==> config.mk <==
export PLATFORM = sky130hd
export DESIGN_NAME = wildcard_byte_pattern_scanner
export DESIGN_NICKNAME = d
export VERILOG_FILES = /design/src/design/wbps_pkg.sv /design/src/design/wbps_input_stage.sv /design/src/design/wbps_match_core.sv /design/src/design/wbps_result_stage.sv /design/src/design/wildcard_byte_pattern_scanner.sv
export VERILOG_INCLUDE_DIRS = /design/src /design/src/design
export SDC_FILE = /design/constraint.sdc
export NUM_CORES = 2
export LEC_CHECK = 0
export CORE_MARGIN = 10
export CORE_UTILIZATION = 35
export CTS_CLUSTER_SIZE = 30
export DETAILED_ROUTE_END_ITERATION = 6
export DONT_BUFFER_PORTS = 1
export PLACE_DENSITY_LB_ADDON = 0.12
export SETUP_SLACK_MARGIN = 0.2
export SLEW_MARGIN = 20
export SYNTH_ARGS = -nofsm -noshare
export SYNTH_HDL_FRONTEND = slang
export SYNTH_HIERARCHICAL = 1
export SYNTH_SLANG_ARGS = --single-unit
==> constraint.sdc <==
create_clock -name clk -period 8.94 [get_ports clk]
set_clock_uncertainty 0.05 [all_clocks]
set_input_delay 0.447 -clock clk [delete_from_list [all_inputs] [get_ports clk]]
set_output_delay 0.447 -clock clk [all_outputs]
set_load 0.05 [all_outputs]
==> src/design/wildcard_byte_pattern_scanner_assert.svh <==
// assertion macros for the wildcard byte pattern scanner
// used by the top level; expects a clock named clk and a reset named rst
`ifndef WILDCARD_BYTE_PATTERN_SCANNER_ASSERT_SVH
`define WILDCARD_BYTE_PATTERN_SCANNER_ASSERT_SVH
`ifndef SYNTHESIS
// same-cycle implication
`define WBPS_ASSERT_SAME(label, ant, cons) \
  label: assert property (@(posedge clk) disable iff (rst) (ant) |-> (cons)) \
    else $error("wbps same-cycle check failed");
// next-cycle implication
`define WBPS_ASSERT_NEXT(label, ant, cons) \
  label: assert property (@(posedge clk) disable iff (rst) (ant) |=> (cons)) \
    else $error("wbps next-cycle check failed");
`else
`define WBPS_ASSERT_SAME(label, ant, cons)
`define WBPS_ASSERT_NEXT(label, ant, cons)
`endif
`endif

==> src/design/wbps_pkg.sv <==
// shared types and constants for the wildcard byte pattern scanner
// no dependencies
package wbps_pkg;

  localparam int MAX_PATTERN = 256;
  localparam int OFFSET_BITS = 32;
  localparam int PTR_W = $clog2(MAX_PATTERN);
  // index width wide enough for both the 8-bit field and the store depth
  localparam int IDX_W = (PTR_W > 8) ? PTR_W : 8;
  localparam int MATCH_OFFSET_W = 32;
  localparam logic [7:0] WILDCARD = 8'hff;
  localparam logic [7:0] LENGTH_RESET = 8'd1;

  typedef enum logic [1:0] {
    CMD_LOAD    = 2'd0,
    CMD_SCAN    = 2'd1,
    CMD_RESTART = 2'd2
  } cmd_t;

  typedef struct packed {
    cmd_t       command;
    logic [7:0] pattern_index;
    logic [7:0] pattern_value;
    logic [7:0] data_byte;
    logic       last_byte;
  } item_t;

  typedef struct packed {
    logic                      valid;
    logic                      found;
    logic [MATCH_OFFSET_W-1:0] match_offset;
  } result_t;

  typedef struct packed {
    logic finished;
  } status_t;

endpackage

==> src/design/wbps_input_stage.sv <==
// input register for the scanner item stream
// depends on wbps_pkg
module wbps_input_stage (
  input  logic           clk,
  input  logic           rst,
  input  logic           s_tvalid,
  output logic           s_tready,
  input  logic [23:0]    s_tdata,   // pattern_index, pattern_value, data_byte
  input  logic [1:0]     s_tuser,   // command
  input  logic           s_tlast,   // last_byte
  input  logic           advance,
  output logic           item_valid,
  output wbps_pkg::item_t item
);

  // take a new transfer when empty or when the held item moves on
  assign s_tready = !item_valid || advance;

  // occupancy flag
  always_ff @(posedge clk) begin
    if (rst) begin
      item_valid <= 1'b0;
    end else if (s_tready) begin
      item_valid <= s_tvalid;
    end
  end

  // payload capture
  always_ff @(posedge clk) begin
    if (s_tvalid && s_tready) begin
      item.command       <= wbps_pkg::cmd_t'(s_tuser);
      item.pattern_index <= s_tdata[7:0];
      item.pattern_value <= s_tdata[15:8];
      item.data_byte     <= s_tdata[23:16];
      item.last_byte     <= s_tlast;
    end
  end

endmodule

==> src/design/wbps_match_core.sv <==
// pattern store, shift-and partial match bits and scan position
// depends on wbps_pkg
module wbps_match_core (
  input  logic                clk,
  input  logic                rst,
  input  logic                cfg_valid,
  input  logic [7:0]          cfg_data,
  input  logic                advance,
  input  wbps_pkg::item_t     item,
  output wbps_pkg::result_t   result,
  output wbps_pkg::status_t   status
);

  logic [7:0]                       pattern_store [wbps_pkg::MAX_PATTERN];
  logic [wbps_pkg::MAX_PATTERN-1:0] partial_bits;
  logic [wbps_pkg::MAX_PATTERN-1:0] partial_bits_next;
  logic [wbps_pkg::MAX_PATTERN-1:0] lane_match;
  logic [wbps_pkg::OFFSET_BITS-1:0] byte_position;
  logic [wbps_pkg::OFFSET_BITS-1:0] start_offset;
  logic [7:0]                       pattern_length;
  logic                             finished;
  logic [wbps_pkg::IDX_W-1:0]       load_index;
  logic [wbps_pkg::IDX_W-1:0]       length_m1;
  logic [wbps_pkg::PTR_W-1:0]       hit_sel;
  logic                             load_ok;
  logic                             length_ok;
  logic                             scan_go;
  logic                             hit;

  // length register from the configuration channel
  always_ff @(posedge clk) begin
    if (rst) begin
      pattern_length <= wbps_pkg::LENGTH_RESET;
    end else if (cfg_valid) begin
      pattern_length <= cfg_data;
    end
  end

  // pattern store write
  assign load_index = wbps_pkg::IDX_W'(item.pattern_index);
  assign load_ok    = int'(load_index) < wbps_pkg::MAX_PATTERN;

  always_ff @(posedge clk) begin
    if (advance && item.command == wbps_pkg::CMD_LOAD && load_ok) begin
      pattern_store[load_index[wbps_pkg::PTR_W-1:0]] <= item.pattern_value;
    end
  end

  // per-lane compare against the current data byte
  always_comb begin
    for (int j = 0; j < wbps_pkg::MAX_PATTERN; j++) begin
      lane_match[j] = (pattern_store[j] == wbps_pkg::WILDCARD) ||
                      (pattern_store[j] == item.data_byte);
    end
  end

  // shift-and update and full-match pick
  assign partial_bits_next = {partial_bits[wbps_pkg::MAX_PATTERN-2:0], 1'b1} & lane_match;
  assign length_ok  = (pattern_length != 8'd0) &&
                      (int'(pattern_length) < wbps_pkg::MAX_PATTERN);
  assign length_m1  = wbps_pkg::IDX_W'(pattern_length) - wbps_pkg::IDX_W'(1);
  assign hit_sel    = length_m1[wbps_pkg::PTR_W-1:0];
  assign scan_go    = (item.command == wbps_pkg::CMD_SCAN) && !finished;
  assign hit        = length_ok && partial_bits_next[hit_sel];
  assign start_offset = byte_position - wbps_pkg::OFFSET_BITS'(length_m1);

  // result for the held item
  always_comb begin
    result.valid        = scan_go && (hit || item.last_byte);
    result.found        = hit;
    result.match_offset = hit ? wbps_pkg::MATCH_OFFSET_W'(start_offset)
                              : '0;
  end

  assign status.finished = finished;

  // scan state
  always_ff @(posedge clk) begin
    if (rst) begin
      partial_bits  <= '0;
      byte_position <= '0;
      finished      <= 1'b0;
    end else if (advance) begin
      unique case (item.command)
        wbps_pkg::CMD_RESTART: begin
          partial_bits  <= '0;
          byte_position <= '0;
          finished      <= 1'b0;
        end
        wbps_pkg::CMD_SCAN: begin
          if (!finished) begin
            partial_bits  <= partial_bits_next;
            byte_position <= byte_position + wbps_pkg::OFFSET_BITS'(1);
            finished      <= hit || item.last_byte;
          end
        end
        default: begin
        end
      endcase
    end
  end

endmodule

==> src/design/wbps_result_stage.sv <==
// output register for scan results
// depends on wbps_pkg
module wbps_result_stage (
  input  logic              clk,
  input  logic              rst,
  input  logic              advance,
  input  wbps_pkg::result_t result,
  output logic              slot_free,
  output logic              m_tvalid,
  input  logic              m_tready,
  output logic [31:0]       m_tdata,   // match_offset
  output logic [0:0]        m_tuser    // found
);

  // a new result may enter when empty or when the current one is taken
  assign slot_free = !m_tvalid || m_tready;

  // occupancy
  always_ff @(posedge clk) begin
    if (rst) begin
      m_tvalid <= 1'b0;
    end else if (slot_free) begin
      m_tvalid <= advance && result.valid;
    end
  end

  // payload
  always_ff @(posedge clk) begin
    if (slot_free && advance && result.valid) begin
      m_tdata    <= result.match_offset;
      m_tuser[0] <= result.found;
    end
  end

endmodule

==> src/design/wildcard_byte_pattern_scanner.sv <==
// Wildcard byte pattern scanner: load pattern bytes by index (0xff is a wildcard),
// then stream region bytes; one result is given on the first full match (with its
// start offset) or a not-found result on the region's last byte, after which scan
// bytes are ignored until a restart. One item is taken every cycle; a result
// appears on the master side after its item has passed the input register and
// the output register. The rate is set by the shift-and update, which compares
// every pattern lane against the byte in parallel, and by the output register:
// while a result is held and not taken, the item behind it waits.
// depends on wbps_pkg, wbps_input_stage, wbps_match_core, wbps_result_stage
`include "wildcard_byte_pattern_scanner_assert.svh"

module wildcard_byte_pattern_scanner (
  input  logic        clk,
  input  logic        rst,
  input  logic        cfg_valid,
  output logic        cfg_ready,
  input  logic [7:0]  cfg_data,   // pattern_length
  input  logic        s_tvalid,
  output logic        s_tready,
  input  logic [23:0] s_tdata,    // pattern_index, pattern_value, data_byte
  input  logic [1:0]  s_tuser,    // command
  input  logic        s_tlast,    // last_byte
  output logic        m_tvalid,
  input  logic        m_tready,
  output logic [31:0] m_tdata,    // match_offset
  output logic [0:0]  m_tuser     // found
);

  wbps_pkg::item_t   item;
  wbps_pkg::result_t result;
  wbps_pkg::status_t status;
  logic              item_valid;
  logic              slot_free;
  logic              advance;

  // configuration is always taken
  assign cfg_ready = 1'b1;

  // the held item moves on when the result slot can take it
  assign advance = item_valid && slot_free;

  wbps_input_stage u_input (
    .clk        (clk),
    .rst        (rst),
    .s_tvalid   (s_tvalid),
    .s_tready   (s_tready),
    .s_tdata    (s_tdata),
    .s_tuser    (s_tuser),
    .s_tlast    (s_tlast),
    .advance    (advance),
    .item_valid (item_valid),
    .item       (item)
  );

  wbps_match_core u_core (
    .clk       (clk),
    .rst       (rst),
    .cfg_valid (cfg_valid),
    .cfg_data  (cfg_data),
    .advance   (advance),
    .item      (item),
    .result    (result),
    .status    (status)
  );

  wbps_result_stage u_result (
    .clk       (clk),
    .rst       (rst),
    .advance   (advance),
    .result    (result),
    .slot_free (slot_free),
    .m_tvalid  (m_tvalid),
    .m_tready  (m_tready),
    .m_tdata   (m_tdata),
    .m_tuser   (m_tuser)
  );

  // checks
  `WBPS_ASSERT_NEXT(a_result_ends_scan, advance && result.valid, status.finished)
  `WBPS_ASSERT_SAME(a_no_result_after_end, advance && status.finished, !result.valid)
  `WBPS_ASSERT_SAME(a_not_found_offset_zero, m_tvalid && !m_tuser[0], m_tdata == 32'd0)
  `WBPS_ASSERT_SAME(a_stall_only_when_held, !s_tready, item_valid && !slot_free)

endmodule

==> impl_metrics.yaml <==
finish:
  drive_above_1_share: 0.07299
  nNetsFinal: 8143
  syn_to_final_growth_pct: 12.33
  fillers: 28720
synth:
  yosys.cell_types.count: 87
  avgSynthCellArea_um2: 13.47
  synth_top_area_cell: "edfxtp_1"
  synthCells: 8032
  synth_area_leaders: "edfxtp_1 59%, xnor2_1 12%, dfxtp_1 5.5%, nand4_1 5.2%, xor2_1 4.7%"
  synth.top_cell.area_share: 0.5852
  synthFlopType: "edfxtp_1"
  yosysMostFrequentCell: "edfxtp_1"
  yosys_register_bits: 2406
  synthTopCellsByCount: "2,108 x edfxtp_1, 1,526 x xnor2_1, 904 x nand4_1"
  yosysWarningCount: 6
  netlist_area_um2: 108200
  synth-async-reset-ratio: 0
  synth_edf_count: 2108
  syn_nets: 8086
  yosysSeqAreaShare: 0.6403
drt:
  wl_um: 345400
  drt-initial-drc-count: 5687
  routedWlPerCell_um: 27.77
  drcViolationCount: 0
  dr.pass1.iters: 6
  routed_via_density: 5.399
  vias: 67150
  ant_nets: 0
clocking:
  cts_tree: "yes"
  htree_levels: 5
  clock-root-buffer: "clkbuf_16"
  clkTransAtPathRegs_ps: 60
  cts_max_path_buffers: 4
  clk_latency_ps: 910
  cts_setup_buffers: 0
  cts_sinks: 2406
  cts_buffers: 276
global_routing:
  grt.total_usage: 0.1998
  grt_pass1_vias: 68430
  gr-total-overflow: 0
  grt_first_pass_wirelength_um: 489300
  grt_max_degree: 267
  antenna_found_initial: 34
die:
  fp.dieH_um: 575.9
  rows: 204
  design.die.area_um2: 331700
  core_area_um2: 308300
  io_pins: 76
  start_util: 0.3508
  die_w_um: 575.9
min_path:
  hp-class: "input pin to flip-flop"
setup_path:
  critPathMaxStageDelay_ps: 1030
  worstSetupPathType: "flip-flop to flip-flop"
  crit_family: "simple AND/OR/NAND/NOR gates"
  crit_chain: "inv_1, ha_4, inv_2, buf_4, nor3b_1, o311ai_0, nor4_1, a311oi_1, a21oi_1, nor3_4, buf_4, a311oi_2, nand2_2, nor2b_4"
  rrSetupSlack_ps: 2400
  crit_buf_inv: 4
  cp-start-kind: "flip-flop"
  critPathCaptureType: "flip-flop"
  cp.arrival_ps: 6960
  critPathSlowestCell: "nor4_1"
  crit_top_cell: "buf_4"
  cp_max_fo: 35
  cp.required_ps: 9370
flow_run:
  maxCapViolCount: 0
power_and_ir_drop:
  power_w: 0.02505
  power.density_nw_per_um2: 206.1
  p_leak_nw: 35.68
  ir_drop_mv: 0.1266
sta:
  fmax_mhz: 153.0
  fin_crit_sh: 0.7311
  hold_viol_final: 0
  setup_viol: 0
  tightest_slew_ps: 1173
  setup_tns_ps: 0
  grt_setup_unrepaired: "false"
  report.final.slew_viol_count: 0
  slew_headroom: 0.2108
  period_minus_slack_ps: 6536
placement:
  place_hpwl_um: 184700
  portBuffers: 0
  gp_congestion: 0.7813
run_status:
  status: "finished clean"
metrics by stage:
step / setup slack, ps / util / hold slack (ps) / area (µm²) / std cells
4_1_cts: 2516 / 0.3939 / 31.62 / 121500 / 12430
5_1_grt: 2293 / 0.3941 / 75.12 / 121500 / 12440
2_1_floorplan: 4024 / - / 377.3 / 108200 / 8032
3_3_place_gp: 2636 / 0.3643 / 385.7 / 112300 / 11890
3_5_place_dp: 2583 / 0.3643 / 388.7 / 112300 / 11890
6_report: 2404 / 0.3941 / 72.41 / 121500 / 12440
sequential cells by signal, summed over array words and instances (netlist names):
signal	flops
u_core/pattern_store	2048
u_core/partial_bits	255
u_core/byte_position	32
u_result/m_tdata	32
u_input/item	27
u_core/pattern_length	8
u_core/status	1
u_input/item_valid	1
u_result/m_tuser	1
u_result/m_tvalid	1
worst register-to-register path, delay by kind of cell (launching register included):
kind	cells	cell delay (ps)
AND/OR/NAND/NOR	5	2250
AO/OA/AOI/OAI	4	1280
adder cells (fa/ha/maj)	1	620
buffers and inverters	4	1470
flip-flops	1	430
cell usage in the layout (no fill, tap or decap), drive strengths merged, types with 7 or more instances in the layout:
cell         netlist  final
a2111oi            7      7
a211oi            22     22
a21oi            258    258
a22oi            103    103
a31oi              7      7
a32oi             33     33
and2             100    100
and3              12     12
buf              258    144
bufinv             0     10
clkbuf           147    401
clkinv             0     82
dfxtp            298    298
dlygate4sd3        0     40
edfxtp          2108   2108
ha                13     13
inv               39     48
mux2i             12     12
mux4              11     11
nand2            236    236
nand2b            14     14
nand3             47     47
nand3b            41     41
nand4            904    904
nor2             675    675
nor2b             18     18
nor3              23     23
nor3b             40     40
nor4             142    142
o2111ai            7      7
o211ai            14     14
o21ai             50     50
o22ai            191    191
or3               24     24
or4                7      7
xnor2           1526   1526
xor2             580    580
cells by family after synthesis:
| kind of cell | share of synthesized area |
|---|---|
| buf+inv | 0.02693 |
| fa+ha+maj | 0.001689 |
| compound gates | 0.04458 |
| simple gates | 0.1124 |
| xor+xnor | 0.1706 |
| other cells | 0.00003467 |
| mux | 0.003505 |
| flops | 0.6403 |
power by group:
group / leakage (nW) / internal [W] / switching (W)
clock network: 4.26 / 0.00637 / 0.00455
logic: 10.1 / 0.000512 / 0.00131
registers: 21.4 / 0.0123 / 0.0000409
routing by layer:
metal | up-vias | global-route usage | wire length, µm | part of all wire
li1 | 30010 | - | - | -
met1 | 34800 | 0.2780 | 156500 | 0.45
met2 | 1835 | 0.3293 | 161400 | 0.47
met3 | 500 | 0.02541 | 18090 | 0.052
met4 | 12 | 0.05461 | 9396 | 0.027
met5 | - | 0 | 76 | 0.00022
final cells by class:
type | instances | area, µm² | area share
sequential | 2406 | 69270 | 0.5701
multi-input combinational | 5182 | 36240 | 0.2983
clock buffer | 401 | 7797 | 0.06417
tap | 4120 | 5155 | 0.04242
timing repair buffer | 184 | 1984 | 0.01633
clock inverter | 104 | 907.1 | 0.007465
inverter | 39 | 146.4 | 0.001205
antenna | 3 | 7.507 | 0.00006178
repair_timing:
item | 4_1_cts | 5_1_grt
endpoints found under the hold margin | 294 | 2
gates resized for setup | 0 | 0
hold buffers | 40 | 1
worst paths after layout:
kind	cells after the start	from	endpoint
hold / removal	1	s_tvalid	u_input/item[0]
setup reg to reg	14	u_core/pattern_length[1]	u_result/m_tdata[22]
hold reg to reg	2	u_core/partial_bits[141]	u_core/partial_bits[141]
setup / recovery	14	u_core/pattern_length[1]	u_result/m_tdata[22]
Power figures use the tool's default switching activity.
